**src/rtl/miae_pkg.sv**
```systemverilog
// shared types and constants for the mono icon align and expand block
package miae_pkg;

  localparam int ROW_BITS  = 32;
  localparam int ROW_NUM_W = 5;
  localparam int COORD_W   = 16;
  localparam int CFG_IDX_W = 3;

  typedef logic signed [COORD_W-1:0] coord_t;
  typedef logic [ROW_BITS-1:0]       row_pix_t;
  typedef logic [ROW_NUM_W-1:0]      row_num_t;

  // register indexes of the configuration port
  typedef enum logic [CFG_IDX_W-1:0] {
    REG_RECT_LEFT   = 3'd0,
    REG_RECT_TOP    = 3'd1,
    REG_RECT_RIGHT  = 3'd2,
    REG_RECT_BOTTOM = 3'd3,
    REG_ALIGN_MODE  = 3'd4
  } reg_idx_t;

  // per-axis alignment code
  typedef enum logic [1:0] {
    AX_NONE   = 2'd0,
    AX_CENTER = 2'd1,
    AX_NEAR   = 2'd2,
    AX_FAR    = 2'd3
  } axis_mode_t;

  typedef enum logic [1:0] {
    ST_IDLE   = 2'd0,
    ST_SETTLE = 2'd1,
    ST_SCAN   = 2'd2
  } scan_state_t;

  // origin pipeline is three registers deep, so settle counts 2 down to 0
  localparam logic [1:0] SETTLE_START = 2'd2;

endpackage

```
**src/rtl/miae_if.sv**
```systemverilog
// channel interfaces for rows in, pixel coordinates out and configuration writes
interface miae_in_if;
  logic                 valid;
  logic                 ready;
  miae_pkg::row_num_t   row_number;
  miae_pkg::row_pix_t   row_pixels;
  modport source (output valid, row_number, row_pixels, input ready);
  modport sink   (input valid, row_number, row_pixels, output ready);
endinterface

interface miae_out_if;
  logic                 valid;
  logic                 ready;
  miae_pkg::coord_t     pixel_x;
  miae_pkg::coord_t     pixel_y;
  logic                 last_of_row;
  modport source (output valid, pixel_x, pixel_y, last_of_row, input ready);
  modport sink   (input valid, pixel_x, pixel_y, last_of_row, output ready);
endinterface

interface miae_cfg_if;
  logic                                valid;
  logic                                ready;
  logic [miae_pkg::CFG_IDX_W-1:0]      index;
  logic [miae_pkg::COORD_W-1:0]        data;
  modport source (output valid, index, data, input ready);
  modport sink   (input valid, index, data, output ready);
endinterface

```
**src/rtl/mono_icon_align_and_expand_core.sv**
```systemverilog
// Mono icon align and expand: takes one row of a one-bit icon with its row
// number and, for each set pixel left to right, delivers the destination x/y
// inside the configured rectangle, flagging the last pixel of the row. A row
// with set pixels is taken, waits in the settle state while the alignment
// origin settles, then the pixel shift register scans it one column per
// cycle up to and including its last set pixel (at most 32 columns), holding
// a set pixel while the output is held by backpressure. Rows that are empty
// or past the icon height are taken and produce nothing. Configuration
// writes are always ready and take effect for the next row.
module mono_icon_align_and_expand_core #(
  parameter int ICON_WIDTH  = 32,
  parameter int ICON_HEIGHT = 32
) (
  input  logic        clk,
  input  logic        rst_n,
  miae_in_if.sink     in_ch,
  miae_out_if.source  out_ch,
  miae_cfg_if.sink    cfg_ch
);
  import miae_pkg::*;

  coord_t     rect_left_r, rect_left_nxt;
  coord_t     rect_top_r, rect_top_nxt;
  coord_t     rect_right_r, rect_right_nxt;
  coord_t     rect_bottom_r, rect_bottom_nxt;
  logic [3:0] align_mode_r, align_mode_nxt;
  coord_t     org_x;
  coord_t     org_y;

  always_comb begin
    rect_left_nxt   = rect_left_r;
    rect_top_nxt    = rect_top_r;
    rect_right_nxt  = rect_right_r;
    rect_bottom_nxt = rect_bottom_r;
    align_mode_nxt  = align_mode_r;
    if (cfg_ch.valid) begin
      case (reg_idx_t'(cfg_ch.index))
        REG_RECT_LEFT:   rect_left_nxt   = cfg_ch.data;
        REG_RECT_TOP:    rect_top_nxt    = cfg_ch.data;
        REG_RECT_RIGHT:  rect_right_nxt  = cfg_ch.data;
        REG_RECT_BOTTOM: rect_bottom_nxt = cfg_ch.data;
        REG_ALIGN_MODE:  align_mode_nxt  = cfg_ch.data[3:0];
        default: ;
      endcase
    end
  end

  always_ff @(posedge clk) begin
    if (!rst_n) begin
      rect_left_r   <= '0;
      rect_top_r    <= '0;
      rect_right_r  <= '0;
      rect_bottom_r <= '0;
      align_mode_r  <= '0;
    end else begin
      rect_left_r   <= rect_left_nxt;
      rect_top_r    <= rect_top_nxt;
      rect_right_r  <= rect_right_nxt;
      rect_bottom_r <= rect_bottom_nxt;
      align_mode_r  <= align_mode_nxt;
    end
  end

  assign cfg_ch.ready = 1'b1;

  // horizontal mode sits in bits 3:2, vertical in bits 1:0
  miae_align #(.SIZE(ICON_WIDTH)) u_align_x (
    .clk    (clk),
    .lo     (rect_left_r),
    .hi     (rect_right_r),
    .mode   (align_mode_r[3:2]),
    .origin (org_x)
  );

  miae_align #(.SIZE(ICON_HEIGHT)) u_align_y (
    .clk    (clk),
    .lo     (rect_top_r),
    .hi     (rect_bottom_r),
    .mode   (align_mode_r[1:0]),
    .origin (org_y)
  );

  miae_scan #(.ICON_WIDTH(ICON_WIDTH), .ICON_HEIGHT(ICON_HEIGHT)) u_scan (
    .clk    (clk),
    .rst_n  (rst_n),
    .in_ch  (in_ch),
    .out_ch (out_ch),
    .org_x  (org_x),
    .org_y  (org_y)
  );

endmodule

```
**src/rtl/miae_align.sv**
```systemverilog
// three-stage origin pipeline for one axis of the target rectangle
module miae_align #(
  parameter int SIZE = 32
) (
  input  logic             clk,
  input  miae_pkg::coord_t lo,
  input  miae_pkg::coord_t hi,
  input  logic [1:0]       mode,
  output miae_pkg::coord_t origin
);
  import miae_pkg::*;

  localparam coord_t SIZE_C = coord_t'(SIZE);

  coord_t              span_r, span_nxt;
  coord_t              half_r, half_nxt;
  logic                gt_r, gt_nxt;
  coord_t              origin_r, origin_nxt;
  logic signed [16:0]  diff;
  logic signed [16:0]  rnd;

  always_comb begin
    span_nxt = hi - lo;
    diff     = {span_r[COORD_W-1], span_r} - 17'(SIZE);
    // round toward zero before halving
    rnd      = diff + {16'b0, diff[16]};
    half_nxt = rnd[16:1];
    gt_nxt   = span_r > SIZE_C;
  end

  always_comb begin
    case (axis_mode_t'(mode))
      AX_CENTER: origin_nxt = lo + half_r;
      AX_NEAR:   origin_nxt = lo;
      AX_FAR:    origin_nxt = hi - SIZE_C;
      default:   origin_nxt = gt_r ? lo + half_r : lo;
    endcase
  end

  always_ff @(posedge clk) begin
    span_r   <= span_nxt;
    half_r   <= half_nxt;
    gt_r     <= gt_nxt;
    origin_r <= origin_nxt;
  end

  assign origin = origin_r;

endmodule

```
**src/rtl/miae_scan.sv**
```systemverilog
// bit-serial row scanner: shifts one column per cycle, unless a set pixel waits on a held output, and emits set pixels
module miae_scan #(
  parameter int ICON_WIDTH  = 32,
  parameter int ICON_HEIGHT = 32
) (
  input  logic             clk,
  input  logic             rst_n,
  miae_in_if.sink          in_ch,
  miae_out_if.source       out_ch,
  input  miae_pkg::coord_t org_x,
  input  miae_pkg::coord_t org_y
);
  import miae_pkg::*;

  localparam int       COLS     = (ICON_WIDTH < ROW_BITS) ? ICON_WIDTH : ROW_BITS;
  localparam row_pix_t COL_MASK = ~({ROW_BITS{1'b1}} >> COLS);

  scan_state_t state_r, state_nxt;
  logic [1:0]  cnt_r, cnt_nxt;
  row_pix_t    sh_r, sh_nxt;
  row_num_t    row_r, row_nxt;
  coord_t      x_r, x_nxt;
  coord_t      y_r, y_nxt;
  logic        out_valid_r, out_valid_nxt;
  coord_t      out_x_r, out_x_nxt;
  coord_t      out_y_r, out_y_nxt;
  logic        out_last_r, out_last_nxt;

  row_pix_t    pix_masked;
  logic        in_acc;
  logic        row_ok;
  logic        start;
  logic        bit_now;
  logic        rest_zero;
  logic        out_free;
  logic        emit;
  logic        step;

  always_comb begin
    pix_masked = in_ch.row_pixels & COL_MASK;
    in_acc     = in_ch.valid && in_ch.ready;
    row_ok     = {{(32-ROW_NUM_W){1'b0}}, in_ch.row_number} < 32'(ICON_HEIGHT);
    start      = in_acc && row_ok && (pix_masked != '0);
    bit_now    = sh_r[ROW_BITS-1];
    rest_zero  = (sh_r[ROW_BITS-2:0] == '0);
    out_free   = !out_valid_r || out_ch.ready;
    emit       = (state_r == ST_SCAN) && bit_now && out_free;
    step       = (state_r == ST_SCAN) && (!bit_now || out_free);
  end

  // next state
  always_comb begin
    state_nxt = state_r;
    case (state_r)
      ST_IDLE:   if (start) state_nxt = ST_SETTLE;
      ST_SETTLE: if (cnt_r == '0) state_nxt = ST_SCAN;
      ST_SCAN:   if (step && rest_zero) state_nxt = ST_IDLE;
      default:   state_nxt = ST_IDLE;
    endcase
  end

  // datapath and outputs
  always_comb begin
    cnt_nxt       = cnt_r;
    sh_nxt        = sh_r;
    row_nxt       = row_r;
    x_nxt         = x_r;
    y_nxt         = y_r;
    out_valid_nxt = out_valid_r;
    out_x_nxt     = out_x_r;
    out_y_nxt     = out_y_r;
    out_last_nxt  = out_last_r;
    case (state_r)
      ST_IDLE: begin
        if (in_acc) begin
          sh_nxt  = pix_masked;
          row_nxt = in_ch.row_number;
          cnt_nxt = SETTLE_START;
        end
      end
      ST_SETTLE: begin
        cnt_nxt = cnt_r - 2'd1;
        if (cnt_r == '0) begin
          x_nxt = org_x;
          y_nxt = org_y + coord_t'({{(COORD_W-ROW_NUM_W){1'b0}}, row_r});
        end
      end
      ST_SCAN: begin
        if (step) begin
          sh_nxt = sh_r << 1;
          x_nxt  = x_r + coord_t'(1);
        end
      end
      default: ;
    endcase
    if (emit) begin
      out_valid_nxt = 1'b1;
      out_x_nxt     = x_r;
      out_y_nxt     = y_r;
      out_last_nxt  = rest_zero;
    end else if (out_ch.ready) begin
      out_valid_nxt = 1'b0;
    end
  end

  always_ff @(posedge clk) begin
    if (!rst_n) begin
      state_r     <= ST_IDLE;
      out_valid_r <= 1'b0;
    end else begin
      state_r     <= state_nxt;
      out_valid_r <= out_valid_nxt;
    end
  end

  always_ff @(posedge clk) begin
    cnt_r      <= cnt_nxt;
    sh_r       <= sh_nxt;
    row_r      <= row_nxt;
    x_r        <= x_nxt;
    y_r        <= y_nxt;
    out_x_r    <= out_x_nxt;
    out_y_r    <= out_y_nxt;
    out_last_r <= out_last_nxt;
  end

  assign in_ch.ready        = (state_r == ST_IDLE);
  assign out_ch.valid       = out_valid_r;
  assign out_ch.pixel_x     = out_x_r;
  assign out_ch.pixel_y     = out_y_r;
  assign out_ch.last_of_row = out_last_r;

`ifndef NO_ASSERTIONS
  a_scan_nonempty: assert property (@(posedge clk) disable iff (!rst_n)
    (state_r == ST_SCAN) |-> (sh_r != '0))
    else $error("scanning an empty shift register");
  a_start_settles: assert property (@(posedge clk) disable iff (!rst_n)
    (state_r == ST_IDLE && start) |=> (state_r == ST_SETTLE && cnt_r == SETTLE_START))
    else $error("row start did not enter settle");
  a_last_ends_row: assert property (@(posedge clk) disable iff (!rst_n)
    (emit && rest_zero) |=> (state_r == ST_IDLE && out_valid_r && out_last_r))
    else $error("last pixel did not close the row");
  a_col_advance: assert property (@(posedge clk) disable iff (!rst_n)
    (step && !rest_zero) |=> (x_r == $past(x_r) + coord_t'(1)))
    else $error("column counter did not advance");
`endif

endmodule
```
**src/flat_wrapper.sv**
```systemverilog
// flat-port wrapper written by rule: the top's interface ports become plain ports
module mono_icon_align_and_expand_core_flat import miae_pkg::*;
#(
  parameter int ICON_WIDTH  = 32,
  parameter int ICON_HEIGHT = 32
)
  (clk, rst_n, in_ch_valid, in_ch_row_number, in_ch_row_pixels, in_ch_ready, out_ch_valid, out_ch_pixel_x, out_ch_pixel_y, out_ch_last_of_row, out_ch_ready, cfg_ch_valid, cfg_ch_index, cfg_ch_data, cfg_ch_ready);
  miae_in_if in_ch_i ();
  miae_out_if out_ch_i ();
  miae_cfg_if cfg_ch_i ();
  input  logic clk;
  input  logic rst_n;
  input wire logic [$bits(in_ch_i.valid)-1:0] in_ch_valid;
  input wire logic [$bits(in_ch_i.row_number)-1:0] in_ch_row_number;
  input wire logic [$bits(in_ch_i.row_pixels)-1:0] in_ch_row_pixels;
  output wire logic [$bits(in_ch_i.ready)-1:0] in_ch_ready;
  output wire logic [$bits(out_ch_i.valid)-1:0] out_ch_valid;
  output wire logic [$bits(out_ch_i.pixel_x)-1:0] out_ch_pixel_x;
  output wire logic [$bits(out_ch_i.pixel_y)-1:0] out_ch_pixel_y;
  output wire logic [$bits(out_ch_i.last_of_row)-1:0] out_ch_last_of_row;
  input wire logic [$bits(out_ch_i.ready)-1:0] out_ch_ready;
  input wire logic [$bits(cfg_ch_i.valid)-1:0] cfg_ch_valid;
  input wire logic [$bits(cfg_ch_i.index)-1:0] cfg_ch_index;
  input wire logic [$bits(cfg_ch_i.data)-1:0] cfg_ch_data;
  output wire logic [$bits(cfg_ch_i.ready)-1:0] cfg_ch_ready;
  assign in_ch_i.valid = in_ch_valid;
  assign in_ch_i.row_number = in_ch_row_number;
  assign in_ch_i.row_pixels = in_ch_row_pixels;
  assign in_ch_ready = in_ch_i.ready;
  assign out_ch_valid = out_ch_i.valid;
  assign out_ch_pixel_x = out_ch_i.pixel_x;
  assign out_ch_pixel_y = out_ch_i.pixel_y;
  assign out_ch_last_of_row = out_ch_i.last_of_row;
  assign out_ch_i.ready = out_ch_ready;
  assign cfg_ch_i.valid = cfg_ch_valid;
  assign cfg_ch_i.index = cfg_ch_index;
  assign cfg_ch_i.data = cfg_ch_data;
  assign cfg_ch_ready = cfg_ch_i.ready;
  mono_icon_align_and_expand_core #(.ICON_WIDTH(ICON_WIDTH), .ICON_HEIGHT(ICON_HEIGHT)) u_core (.clk(clk), .rst_n(rst_n), .in_ch(in_ch_i), .out_ch(out_ch_i), .cfg_ch(cfg_ch_i));
endmodule
```
**config.mk**
```make
export PLATFORM = sky130hd
export DESIGN_NAME = mono_icon_align_and_expand_core_flat
export DESIGN_NICKNAME = d
export VERILOG_FILES = /design/src/rtl/miae_pkg.sv /design/src/rtl/miae_if.sv /design/src/rtl/mono_icon_align_and_expand_core.sv /design/src/rtl/miae_align.sv /design/src/rtl/miae_scan.sv /design/src/flat_wrapper.sv
export SDC_FILE = /design/constraint.sdc
export NUM_CORES = 1
export LEC_CHECK = 0
export BUFFER_PORTS_ARGS = -buffer_cell sky130_fd_sc_hd__buf_2
export CORE_MARGIN = 4
export CORE_UTILIZATION = 65
export CTS_BUF_LIST = sky130_fd_sc_hd__clkbuf_4 sky130_fd_sc_hd__clkbuf_8
export DETAILED_ROUTE_END_ITERATION = 7
export GPL_TIMING_DRIVEN = 0
export PLACE_DENSITY = 0.86
export SKIP_CTS_REPAIR_TIMING = 1
export SYNTH_ARGS = -nofsm -noshare
export SYNTH_HDL_FRONTEND = slang
export SYNTH_HIERARCHICAL = 1
export SYNTH_SLANG_ARGS = --single-unit
```
**constraint.sdc**
```tcl
create_clock -name clk -period 7.5 [get_ports clk]
set_input_delay 1.5 -clock clk [delete_from_list [all_inputs] [get_ports clk]]
set_output_delay 1.5 -clock clk [all_outputs]
set_load 0.02 [all_outputs]
```
---- Word level (Yosys, flattened, before mapping) ----
Index checks and enable logic that the tools add are counted.
cells by class
  reductions and logical operators ........ 30
  equal/unequal tests ..................... 17
  add/subtract/negate cells ............... 13
  order comparisons ....................... 2
  muxes and demuxes ....................... 18
operators by type and width
  kind                   count
  $pmux 16 s3            2
  $mux 16                4
  $mux 32                2
  $pmux 32 s2            1
  $add 17x1->17          2
  $sub 16x7->17 const B  2
  $add 16x16->16         2
  $gt 16x7->1 const B    2
  $pmux 16 s2            1
  $reduce_bool 32->1     1
  $sub 16x16->16         2
  $sub 16x7->16 const B  2
  $logic_not 31->1       1
  $add 16x2->16 const B  1
  $add 16x6->16          1
  $reduce_and 2->1       8
  $eq 2x2->1 const B     5
  $reduce_and 3->1       3
  $mux 2                 4
  $reduce_bool 2->1      4
  $eq 2x1->1 const B     3
  $eq 3x2->1 const B     2
  $logic_and 1x1->1      6
  $ne 2x1->1 const B     3
  11 further kinds       16
word-level totals
  bits in registers ....................... 273
  input bits .............................. 61
  output and inout port bits .............. 36
  logic and storage cells ................. 103

---- Longest topological paths before layout ----
Gate-level depths: netlist of the first run.
  word-level depth ........................ 7
  gate-level depth with buffers ........... 10
  mapped depth without buffers ............ 10

---- Hierarchy ----
The synthesis of the first run kept the hierarchy.
modules (own cells, without submodules)
  module                           seq. area each (um^2)  instances  cells an instance  area an instance (um^2)
  miae_scan                        3,183.1                1          384                4,712.0
  miae_align at u_core.u_align_x   980.9                  1          432                3,599.7
  miae_align at u_core.u_align_y   980.9                  1          430                3,595.9
  mono_icon_align_and_expand_core  1,361.3                1          245                2,568.7

---- Worst setup path after synthesis of the first run ----
No wires, ideal clock.
  path kind ............................... input -> register
  start ................................... input port in_ch_valid
  end ..................................... register u_core.u_scan.sh_r[0], enable pin
  cell stages on the path ................. 2
  path buffers ............................ 0
  path slack .............................. 4.517 ns
  data arrival time ....................... 2.589 ns
  path through ............................ and2_1 -> nand2b_1
on the way
  word-level cells in the longest chain between the ends .. 3
ends and longest elaborated chain
  element                     line                text
  start: declaration          flat_wrapper.sv:13  input wire logic [$bits(in_ch_i.valid)-1:0] in_ch_valid;
  $logic_and 1x1->1           miae_scan.sv:41     in_acc = in_ch.valid && in_ch.ready;
  $ne 2x1->1 (no line)        n/a
  $reduce_and 3->1 (no line)  n/a
  end signal: assignment      miae_scan.sv:118    sh_r <= sh_nxt;
  end: declaration            miae_scan.sv:20     row_pix_t sh_r, sh_nxt;
Every way passes these cells.
A chain may end at the register's enable or synchronous reset.

---- Worst setup path in the final report of the first run ----
  start ................................... register u_core.rect_top_r[1]
  end ..................................... register u_core.u_align_y.span_r[15]
on the way
  word-level cells in the longest chain between the ends .. 1
ends and longest elaborated chain
  element                                  line                                   text
  start: declaration                       mono_icon_align_and_expand_core.sv:23  coord_t rect_top_r, rect_top_nxt;
  start signal: assignment                 mono_icon_align_and_expand_core.sv:57  rect_top_r <= rect_top_nxt;
  $sub 16x16->16                           miae_align.sv:23                       span_nxt = hi - lo;
  named net u_core.u_align_y.span_nxt[15]  miae_align.sv:15                       coord_t span_r, span_nxt;
  end signal: assignment                   miae_align.sv:41                       span_r <= span_nxt;
  end: declaration                         miae_align.sv:15
The timed path passes the listed nets, and every way through them passes these cells.

==> metrics.md, run 1 <==
| Metric | Value |
|---|---|
| Setup TNS | `0 ps` |
| Synth top cells by count | `nand2_1, dfxtp_1, edfxtp_1` |
| Row count | `54` |
| Synthesized cell area | `14500 sq um` |
| Crit path max fanout | `6` |
| Worst-path clk slew | `60 ps` |
| Max FFs per register | `32` |
| Final Hold Fails | `0` |
| Maximum operating frequency | `358 MHz` |
| Clock sink count | `273` |
| VDD IR max | `0.143 mV` |
| Top cell type by total area after synthesis | `dfxtp_1` |
| WL/cell | `18.0 um` |
| Worst Setup Path Type | `reg -> reg` |
| Vias in the first global route | `11047` |
| First-pass GRT wire length | `55600 um` |
| CP bufs+invs | `1` |
| Die ar. | `24700 sq um` |
| Critical Path RT | `7930 ps` |
| Worst-margin pin slew | `963 ps` |
| Largest net degree at the start of global routing | `34` |
| Die Width | `157 um` |
| Layout cells sized above 1 | `14.1%` |
| Slowest cell on crit path | `o41ai_1` |
| I/O pins | `97` |
| Total gr overflow | `0` |
| Worst setup margin | `4710 ps` |
| Worst skew pair latency | `570 ps` |
| Max cap viols | `0` |
| Die height | `157 um` |
| Clock Tree Root | `clkbuf_8` |
| Ys async rst share | `0%` |
| Max clock buf depth | `3` |
| Mapped Cells | `1491` |
| Vias | `11698` |
| Dpl cells | `1866` |
| Non-filler cells, final | `1949` |
| Area grow syn2layout | `12.5%` |
| Hold_sp | `u_core/u_scan/y_r[6]` |
| Worst EP arrival | `3220 ps` |
| Syn avg cell area | `9.71 sq um` |
| Yosys warning count | `6` |
| Worst Hold Path EP | `u_core/u_scan/out_ch.pixel_y[6]` |
| Hpwl dp | `26500 um` |
| Setup Viol. Count Final | `0` |
| Psw | `1.35 mW` |
| Worst setup EP type | `flip-flop` |
| Number of DRC markers in iteration 0 | `1105` |
| FF-to-FF End | `u_core/u_align_y/span_r[15]` |
| Int Pwr | `3.05 mW` |
| Place WS | `3990 ps` |
| Number of remaining DRC errors | `0` |
| Initial antenna violation count | `0` |
| Hold depth | `0` |
| H-tree levels | `2` |
| R2R cell count | `9` |
| Slew Viols, Final | `0` |
| Total GRT Usage | `27.9%` |
| Port Buffers | `95` |
| Sw Ratio | `30.7%` |
| R2r startpoint | `u_core/rect_top_r[1]` |
| Clock skew | `26.8 ps` |
| Top-count cell post-synth | `nand2_1` |
| Pwr Total | `4.41 mW` |
| Most flops, register | `u_core/u_scan/sh_r` |
| EDFF count, synth | `104` |
| Core area | `21900 sq um` |
| Clock network fraction of total power | `31.0%` |
| Main flop type after synthesis | `dfxtp_1` |
| RePlAce Congestion | `0.939` |
| Syn nets | `1632` |
| Sequential Power Share | `44.1%` |
| Worst Hold Class | `reg -> reg` |
| Routed Antenna Nets | `0` |
| Cell Pwr Density | `270 nW/um^2` |
| Critical Path Max Stage Delay | `530 ps` |
| Initial Util | `66.1%` |
| Share of the synthesized area in the top cell type | `23.4%` |
| Final WL | `35000 um` |
| Synthesis-stage register bit count | `273` |
| Clock period minus worst slack | `2790 ps` |
| Flop-to-flop setup slack | `4710 ps` |
| DRT Pass-1 Iters | `6` |
| Leak pwr | `6.79 nW` |
| Netlist cell types | `88` |
| Vias per cell | `6.00` |
| Status | `finished, final reports clean` |
| Family with the most delay on the worst path | `compound AO/OA/AOI/OAI gates` |
| CTS tree | `yes` |
| CTS Buf Count | `44` |
| RSZ-0062 raised after global routing | `no` |
| Tcrit/Tclk final | `37.3%` |
| Critical Path Start Type | `flip-flop` |
| Nets | `1773` |
| Power share of the combinational group | `24.8%` |
| Sequential area share after synthesis | `44.9%` |
| Crit path cell chain | `inv_1 > ha_1 > nor2b_1 > o21ai_0 > a21oi_1 > o41ai_1 > a211oi_1 > o32a_1 > xnor2_1` |
| Synth area leaders | `dfxtp_1, edfxtp_1, nand2_1` |
| Slew HR | `35.2%` |
-- kinds of logic (layout without fill, tap and decap cells) --
| group | count (synthesis) | after routing | share of synthesized area [%] |
|---|---|---|---|
| AND/OR/NAND/NOR | 523 | 523 | 17.7 |
| AO/OA/AOI/OAI | 297 | 297 | 13.7 |
| flip-flops | 273 | 273 | 44.9 |
| XOR/XNOR | 126 | 126 | 7.62 |
| buffers and inverters | 118 | 295 | 3.76 |
| adder cells (fa/ha/maj) | 80 | 80 | 7.17 |
| multiplexers | 73 | 73 | 5.05 |
| other | 1 | 2 | 0.0259 |
-- per-layer routing --
metal	vias to the layer above	wire length, um	global-route usage [%]
met4	0	632	6.72
met3	57	3130	5.53
met2	540	16300	45.8
li1	5645	-	-
met1	5456	15000	38.5
met5	-	0	0
-- worst max-delay path by stage --
stage | cells after the start | slack (ps) | end | startpoint
after floorplan | 2 | 4520 | u_core/u_scan/sh_r[0] | in_ch_valid
after global placement | 3 | 4040 | u_core/u_scan/sh_r[4] | in_ch_valid
after detailed placement | 3 | 3990 | u_core/u_scan/sh_r[3] | in_ch_valid
after CTS | 3 | 4560 | u_core/u_scan/sh_r[11] | in_ch_valid
after global routing | 9 | 4450 | u_core/u_align_y/span_r[15] | u_core/rect_top_r[1]
final | 9 | 4710 | u_core/u_align_y/span_r[15] | u_core/rect_top_r[1]
-- layout make-up --
cell class                      count  area [sq um]
Multi-Input combinational cell   1100          7430
Sequential cell                   273          6510
Fill cell                        1560          5600
Clock buffer                       76           915
Timing Repair Buffer               95           475
Tap cell                          280           350
Buffer                             51           293
Inverter                           67           251
Clock inverter                      6          66.3
Antenna cell                        1          2.50
-- per-stage QoR --
step                utilization (%)  hold WS [ps]  instance area, sq um
finish                         74.4           411                 16300
floorplan                         -           400                 14500
CTS                            74.4           411                 16300
detailed placement             69.9           405                 15300
global placement               69.9           401                 15300
global route                   74.4           420                 16300
-- power groups by stage --
stage,clock network (mW),registers (mW),logic (mW)
after floorplan,0,1.93,0.836
after global placement,0,1.96,1.03
after detailed placement,0,1.97,1.06
after CTS,1.40,1.94,1.07
after global routing,1.47,1.97,1.21
final,1.37,1.94,1.09
-- placed cells by master, fill, tap and decap left out, drive strengths merged, types with 37 or more instances in the layout --
| cell type | n |
|---|---|
| inv | 69 |
| o21ai | 68 |
| mux2i | 73 |
| buf | 121 |
| clkbuf | 101 |
| nand3 | 37 |
| dfxtp | 169 |
| nor2 | 69 |
| xor2 | 44 |
| nand2 | 261 |
| a21oi | 67 |
| xnor2 | 82 |
| ha | 75 |
| edfxtp | 104 |
Power figures use the tool's default switching activity.
==> run 2, diff against run 1 <==
Settings changed: CORE_UTILIZATION 65 to 63, PLACE_DENSITY 0.86 to 0.84.
Clock period 7.5 ns to 2.7 ns, I/O delays scaled along.
==> metrics.md, run 2 (same netlist as run 1, synthesis figures left out) <==
| Metric | Value |
|---|---|
| Dpl cells | `1871 (was 1866)` |
| Max FFs per register | `32 (unchanged)` |
| Critical Path Start Type | `flip-flop (unchanged)` |
| Vias in the first global route | `11007 (was 11047)` |
| Final WL | `35300 um (was 35000 um)` |
| Total GRT Usage | `26.7% (was 27.9%)` |
| H-tree levels | `2 (unchanged)` |
| Slew HR | `39.6% (was 35.2%)` |
| Hpwl dp | `26300 um (was 26500 um)` |
| Number of remaining DRC errors | `0 (unchanged)` |
| Setup Viol. Count Final | `0 (unchanged)` |
| Number of DRC markers in iteration 0 | `1046 (was 1105)` |
| Die ar. | `25500 sq um (was 24700 sq um)` |
| RePlAce Congestion | `0.954 (was 0.939)` |
| Worst EP arrival | `3060 ps (was 3220 ps)` |
| First-pass GRT wire length | `56100 um (was 55600 um)` |
| Total gr overflow | `0 (unchanged)` |
| Vias per cell | `6.03 (was 6.00)` |
| Vias | `11798 (was 11698)` |
| DRT Pass-1 Iters | `8 (was 6)` |
| Ant diodes | `0 (was 1)` |
| Slew Viols, Final | `0 (unchanged)` |
| Final Hold Fails | `0 (unchanged)` |
| Leak pwr | `6.81 nW (was 6.79 nW)` |
| CTS tree | `yes (unchanged)` |
| Max clock buf depth | `3 (unchanged)` |
| Row count | `55 (was 54)` |
| Clock Tree Root | `clkbuf_8 (unchanged)` |
| Clock skew | `27.4 ps (was 26.8 ps)` |
| Nets | `1777 (was 1773)` |
| Tcrit/Tclk final | `96.7% (was 37.3%)` |
| RSZ-0062 raised after global routing | `yes (was no)` |
| Cell Pwr Density | `749 nW/um^2 (was 270 nW/um^2)` |
| WL/cell | `18.0 um (about the same)` |
| Initial antenna violation count | `0 (unchanged)` |
| Worst setup margin | `88.1 ps (was 4710 ps)` |
| Most frequent cells in the layout | `nand2_1, dfxtp_1, buf_2, edfxtp_1, xnor2_1 (unchanged)` |
| Maximum operating frequency | `383 MHz (was 358 MHz)` |
| Clock period minus worst slack | `2610 ps (was 2790 ps)` |
| Area grow syn2layout | `13.1% (was 12.5%)` |
| Core Util, Final | `72.3% (was 74.4%)` |
| Crit path max fanout | `9 (was 6)` |
| Hold WS | `172 ps (was 411 ps)` |
| Commonest non-fill, non-tap cell in the layout | `nand2_1 (unchanged)` |
| Max cap viols | `0 (unchanged)` |
| I/O pins | `97 (unchanged)` |
| Core area | `22600 sq um (was 21900 sq um)` |
| Clock sink count | `273 (unchanged)` |
| Place WS | `-139 ps (was 3990 ps)` |
| Status | `finished, final reports clean (unchanged)` |
| Worst setup EP type | `flip-flop (unchanged)` |
| Port Buffers | `95 (unchanged)` |
| Most flops, register | `u_core/u_scan/sh_r (unchanged)` |
| Worst-path clk slew | `60 ps (about the same)` |
| Setup TNS | `0 ps (unchanged)` |
| Non-filler cells, final | `1957 (was 1949)` |
| Layout cells sized above 1 | `14.8% (was 14.1%)` |
| Die Width | `160 um (was 157 um)` |
| Initial Util | `63.9% (was 66.1%)` |
| VDD IR max | `0.425 mV (was 0.143 mV)` |
| Worst Setup Path Type | `reg -> reg (unchanged)` |
| Worst-margin pin slew | `898 ps (was 963 ps)` |
| Routed Antenna Nets | `0 (unchanged)` |
| Die height | `160 um (was 157 um)` |
| Worst Hold Class | `in -> reg (was reg -> reg)` |
| CTS Buf Count | `45 (was 44)` |
| Critical Path RT | `3140 ps (was 7930 ps)` |
| Largest net degree at the start of global routing | `34 (unchanged)` |
| Worst skew pair latency | `560 ps (was 570 ps)` |
## run 2: cell types whose count changed in the layout (fill, tap and decap cells not counted), moves of 3 or more
cell / previous run / this run
buf_4: 5 / 10
clkbuf_4: 21 / 18
clkbuf_8: 55 / 52
clkinv_1: 1 / 5
nor3b_1: 9 / 6
nor3b_2: 1 / 4
o21ai_0: 59 / 55
o21ai_1: 5 / 9
## run 2: area by class of cell
| cell class | count | area [sq um] |
|---|---|---|
| Buffer | 49 | 278 |
| Timing Repair Buffer | 100 | 513 |
| Clock buffer | 70 | 851 |
| Tap cell | 285 | 357 |
| Fill cell | 1587 | 6260 |
| Clock inverter | 13 | 120 |
| Multi-Input combinational cell | 1100 | 7500 |
| Sequential cell | 273 | 6510 |
| Inverter | 67 | 251 |
## run 2: layer usage
layer  part of all wire [%]  up-vias  GRT usage, %
li1                       -     5641             -
met1                     43     5506          37.2
met2                     45      561          41.8
met3                    9.2       90          5.49
met4                    2.8        0          9.07
met5                      0        -             0
## run 2: per-stage QoR
stage | power (mW) | cell area (sq um)
after CTS | 12.2 | 16300
after floorplan | 7.68 | 14500
after global placement | 8.33 | 15300
final | 12.3 | 16400
after global routing | 12.9 | 16400
after detailed placement | 8.43 | 15300
## run 2: final timing paths
path | startpoint | endpoint | slack, ps | cells after the start
setup reg to reg | u_core/u_align_x/span_r[7] | u_core/u_align_x/half_r[15] | 90 | 9
hold / removal | in_ch_row_number[2] | u_core/u_scan/row_r[2] | 170 | 1
hold reg to reg | u_core/u_scan/y_r[6] | u_core/u_scan/out_ch.pixel_y[6] | 420 | 0
setup / recovery | u_core/u_align_x/span_r[7] | u_core/u_align_x/half_r[15] | 90 | 9
## run 2: worst max-delay path, stage by stage, from the launching register on
cell and delay (ps):
dfxtp_1 300, buf_6 130, or4_4 550, nor4_4 470, o21a_1 210, ha_4 160, nand4_1 140, a21oi_2 170
o211ai_1 110, a22o_2 260
## run 2: report_power, final
part           switching (mW)  internal, mW  total [mW]
clock network            1.59          2.20        3.79
registers               0.419          4.99        5.40
logic                    1.80          1.26        3.07
==> run 3, diff against run 2 <==
Settings changed: MAX_ROUTING_LAYER set to met4.
==> metrics.md, run 3 (same netlist as run 1, synthesis figures left out) <==
| Metric | Value |
|---|---|
| Final Hold Fails | `0 (unchanged)` |
| RSZ-0062 raised after global routing | `yes (unchanged)` |
| Layout cells sized above 1 | `14.7% (was 14.8%)` |
| R2R cell count | `9 (unchanged)` |
| Leak pwr | `6.79 nW (was 6.81 nW)` |
| Worst setup EP type | `flip-flop (unchanged)` |
| Clock period minus worst slack | `2600 ps (was 2610 ps)` |
| Die ar. | `25500 sq um (unchanged)` |
| Max cap viols | `0 (unchanged)` |
| Number of remaining DRC errors | `0 (unchanged)` |
| Commonest non-fill, non-tap cell in the layout | `nand2_1 (unchanged)` |
| Total GRT Usage | `27.4% (was 26.7%)` |
| Multi-input gate area | `7480 sq um (was 7500 sq um)` |
| Die Width | `160 um (unchanged)` |
| Worst skew pair latency | `560 ps (about the same)` |
| Flop-to-flop setup slack | `100 ps (was 90 ps)` |
| Total gr overflow | `0 (unchanged)` |
| Most frequent cells in the layout | `nand2_1, dfxtp_1, buf_2, edfxtp_1, xnor2_1 (unchanged)` |
| Routed Antenna Nets | `0 (unchanged)` |
| Worst-path clk slew | `60 ps (about the same)` |
| Critical Path RT | `3090 ps (was 3140 ps)` |
| Slew HR | `33.7% (was 39.6%)` |
| Fillers | `1645 (was 1587)` |
| Initial antenna violation count | `1 (was 0)` |
| Setup TNS | `0 ps (unchanged)` |
| DRT Pass-1 Iters | `6 (was 8)` |
| FF-to-FF End | `u_core/u_align_y/origin[15] (was u_core/u_align_x/half_r[15])` |
| Crit path launch | `u_core/rect_top_r[9] (was u_core/u_align_x/span_r[7])` |
| Non-filler cells, final | `1953 (was 1957)` |
| Seq. cell area | `6510 sq um (about the same)` |
| Hold WS | `179 ps (was 172 ps)` |
| Max clock buf depth | `3 (unchanged)` |
| Power share of the combinational group | `25.1% (was 25.0%)` |
| Sw Ratio | `31.0% (about the same)` |
| Psw | `3.77 mW (was 3.81 mW)` |
| Clock Tree Root | `clkbuf_8 (unchanged)` |
| VDD IR max | `0.482 mV (was 0.425 mV)` |
| Sequential Power Share | `44.4% (was 44.1%)` |
| Crit path max fanout | `8 (was 9)` |
| Worst Setup EP | `u_core/u_align_y/origin[15] (was u_core/u_align_x/half_r[15])` |
| Core Util, Final | `72.1% (was 72.3%)` |
| Vias per cell | `6.03 (about the same)` |
| First-pass GRT wire length | `55800 um (was 56100 um)` |
| Int Pwr | `8.39 mW (was 8.45 mW)` |
| Die height | `160 um (unchanged)` |
| RePlAce Congestion | `0.950 (was 0.954)` |
| Max FFs per register | `32 (unchanged)` |
| Worst-margin pin slew | `986 ps (was 898 ps)` |
| Dpl cells | `1871 (unchanged)` |
| Row count | `55 (unchanged)` |
| Worst Setup Path Type | `reg -> reg (unchanged)` |
| Clock sink count | `273 (unchanged)` |
| Number of DRC markers in iteration 0 | `1084 (was 1046)` |
| Vias in the first global route | `11045 (was 11007)` |
| Worst Hold Class | `in -> reg (unchanged)` |
| Vias | `11781 (was 11798)` |
| Maximum operating frequency | `384 MHz (was 383 MHz)` |
| Port Buffers | `95 (unchanged)` |
| Largest net degree at the start of global routing | `34 (unchanged)` |
| Worst EP arrival | `2990 ps (was 3060 ps)` |
| I/O pins | `97 (unchanged)` |
| Tcrit/Tclk final | `96.4% (was 96.7%)` |
| Area grow syn2layout | `12.8% (was 13.1%)` |
| Initial Util | `63.9% (unchanged)` |
| Slew Viols, Final | `0 (unchanged)` |
| Most flops, register | `u_core/u_scan/sh_r (unchanged)` |
| Critical Path Start Type | `flip-flop (unchanged)` |
| Hpwl dp | `26600 um (was 26300 um)` |
| H-tree levels | `2 (unchanged)` |
| Core area | `22600 sq um (unchanged)` |
| CTS tree | `yes (unchanged)` |
| Status | `finished, final reports clean (unchanged)` |
| WL/cell | `17.9 um (was 18.0 um)` |
| R2r startpoint | `u_core/rect_top_r[9] (was u_core/u_align_x/span_r[7])` |
| Clock network fraction of total power | `30.5% (was 30.9%)` |
| Clock skew | `29.6 ps (was 27.4 ps)` |
| CTS Buf Count | `44 (was 45)` |
| Cell Pwr Density | `745 nW/um^2 (was 749 nW/um^2)` |
| Nets | `1774 (was 1777)` |
| Setup Viol. Count Final | `0 (unchanged)` |
| Final WL | `35000 um (was 35300 um)` |
[run 3: worst min path at each step]
stage	from	end	slack, ps	depth (start not counted)
floorplan	u_core/u_scan/y_r[0]	u_core/u_scan/out_ch.pixel_y[0]	400	0
global placement	u_core/u_scan/y_r[4]	u_core/u_scan/out_ch.pixel_y[4]	400	0
detailed placement	u_core/u_scan/y_r[12]	u_core/u_scan/out_ch.pixel_y[12]	400	0
CTS	in_ch_row_number[3]	u_core/u_scan/row_r[3]	160	1
global route	in_ch_row_number[4]	u_core/u_scan/row_r[4]	160	1
finish	in_ch_row_number[4]	u_core/u_scan/row_r[4]	180	1
[run 3: metal layers]
metal,GRT usage (%),routed length (um)
met1,37.7,15700
met2,41.7,15500
met3,4.76,2820
met4,8.21,902
met5,-,0
[run 3: worst max-delay path: stages (launching register included)]
cell	delay, ps
dfxtp_1	410
ha_1	320
clkbuf_1	280
and4_1	290
and4_1	240
nor3b_1	60
a221oi_1	290
o311ai_0	210
o31ai_1	240
a31oi_1	80
[run 3: power by group through the flow]
stage	logic, mW	registers, mW	clock network (mW)
2_1_floorplan	2.32	5.36	0
3_3_place_gp	2.88	5.45	0
3_5_place_dp	2.95	5.47	0
4_1_cts	2.97	5.39	3.80
5_1_grt	3.36	5.47	4.00
6_report	3.05	5.40	3.72
[run 3: per-stage QoR]
step	instance area, sq um	setup WS, ps	power (mW)
global route	16300	-57.3	12.8
global placement	15300	-35.7	8.33
CTS	16300	-173	12.2
detailed placement	15300	-126	8.42
floorplan	14500	270	7.68
finish	16300	96.9	12.2
[run 3: final cells by class]
type / instances / share of cell area [%]
diodes: 1 / 0.0153
plain buffers: 48 / 1.68
clock buffers: 67 / 5.04
clock inverters: 13 / 0.751
inverters: 67 / 1.54
multi-input cells: 1100 / 45.8
flip-flops and latches: 273 / 39.9
well taps: 285 / 2.18
repair buffers: 99 / 3.10
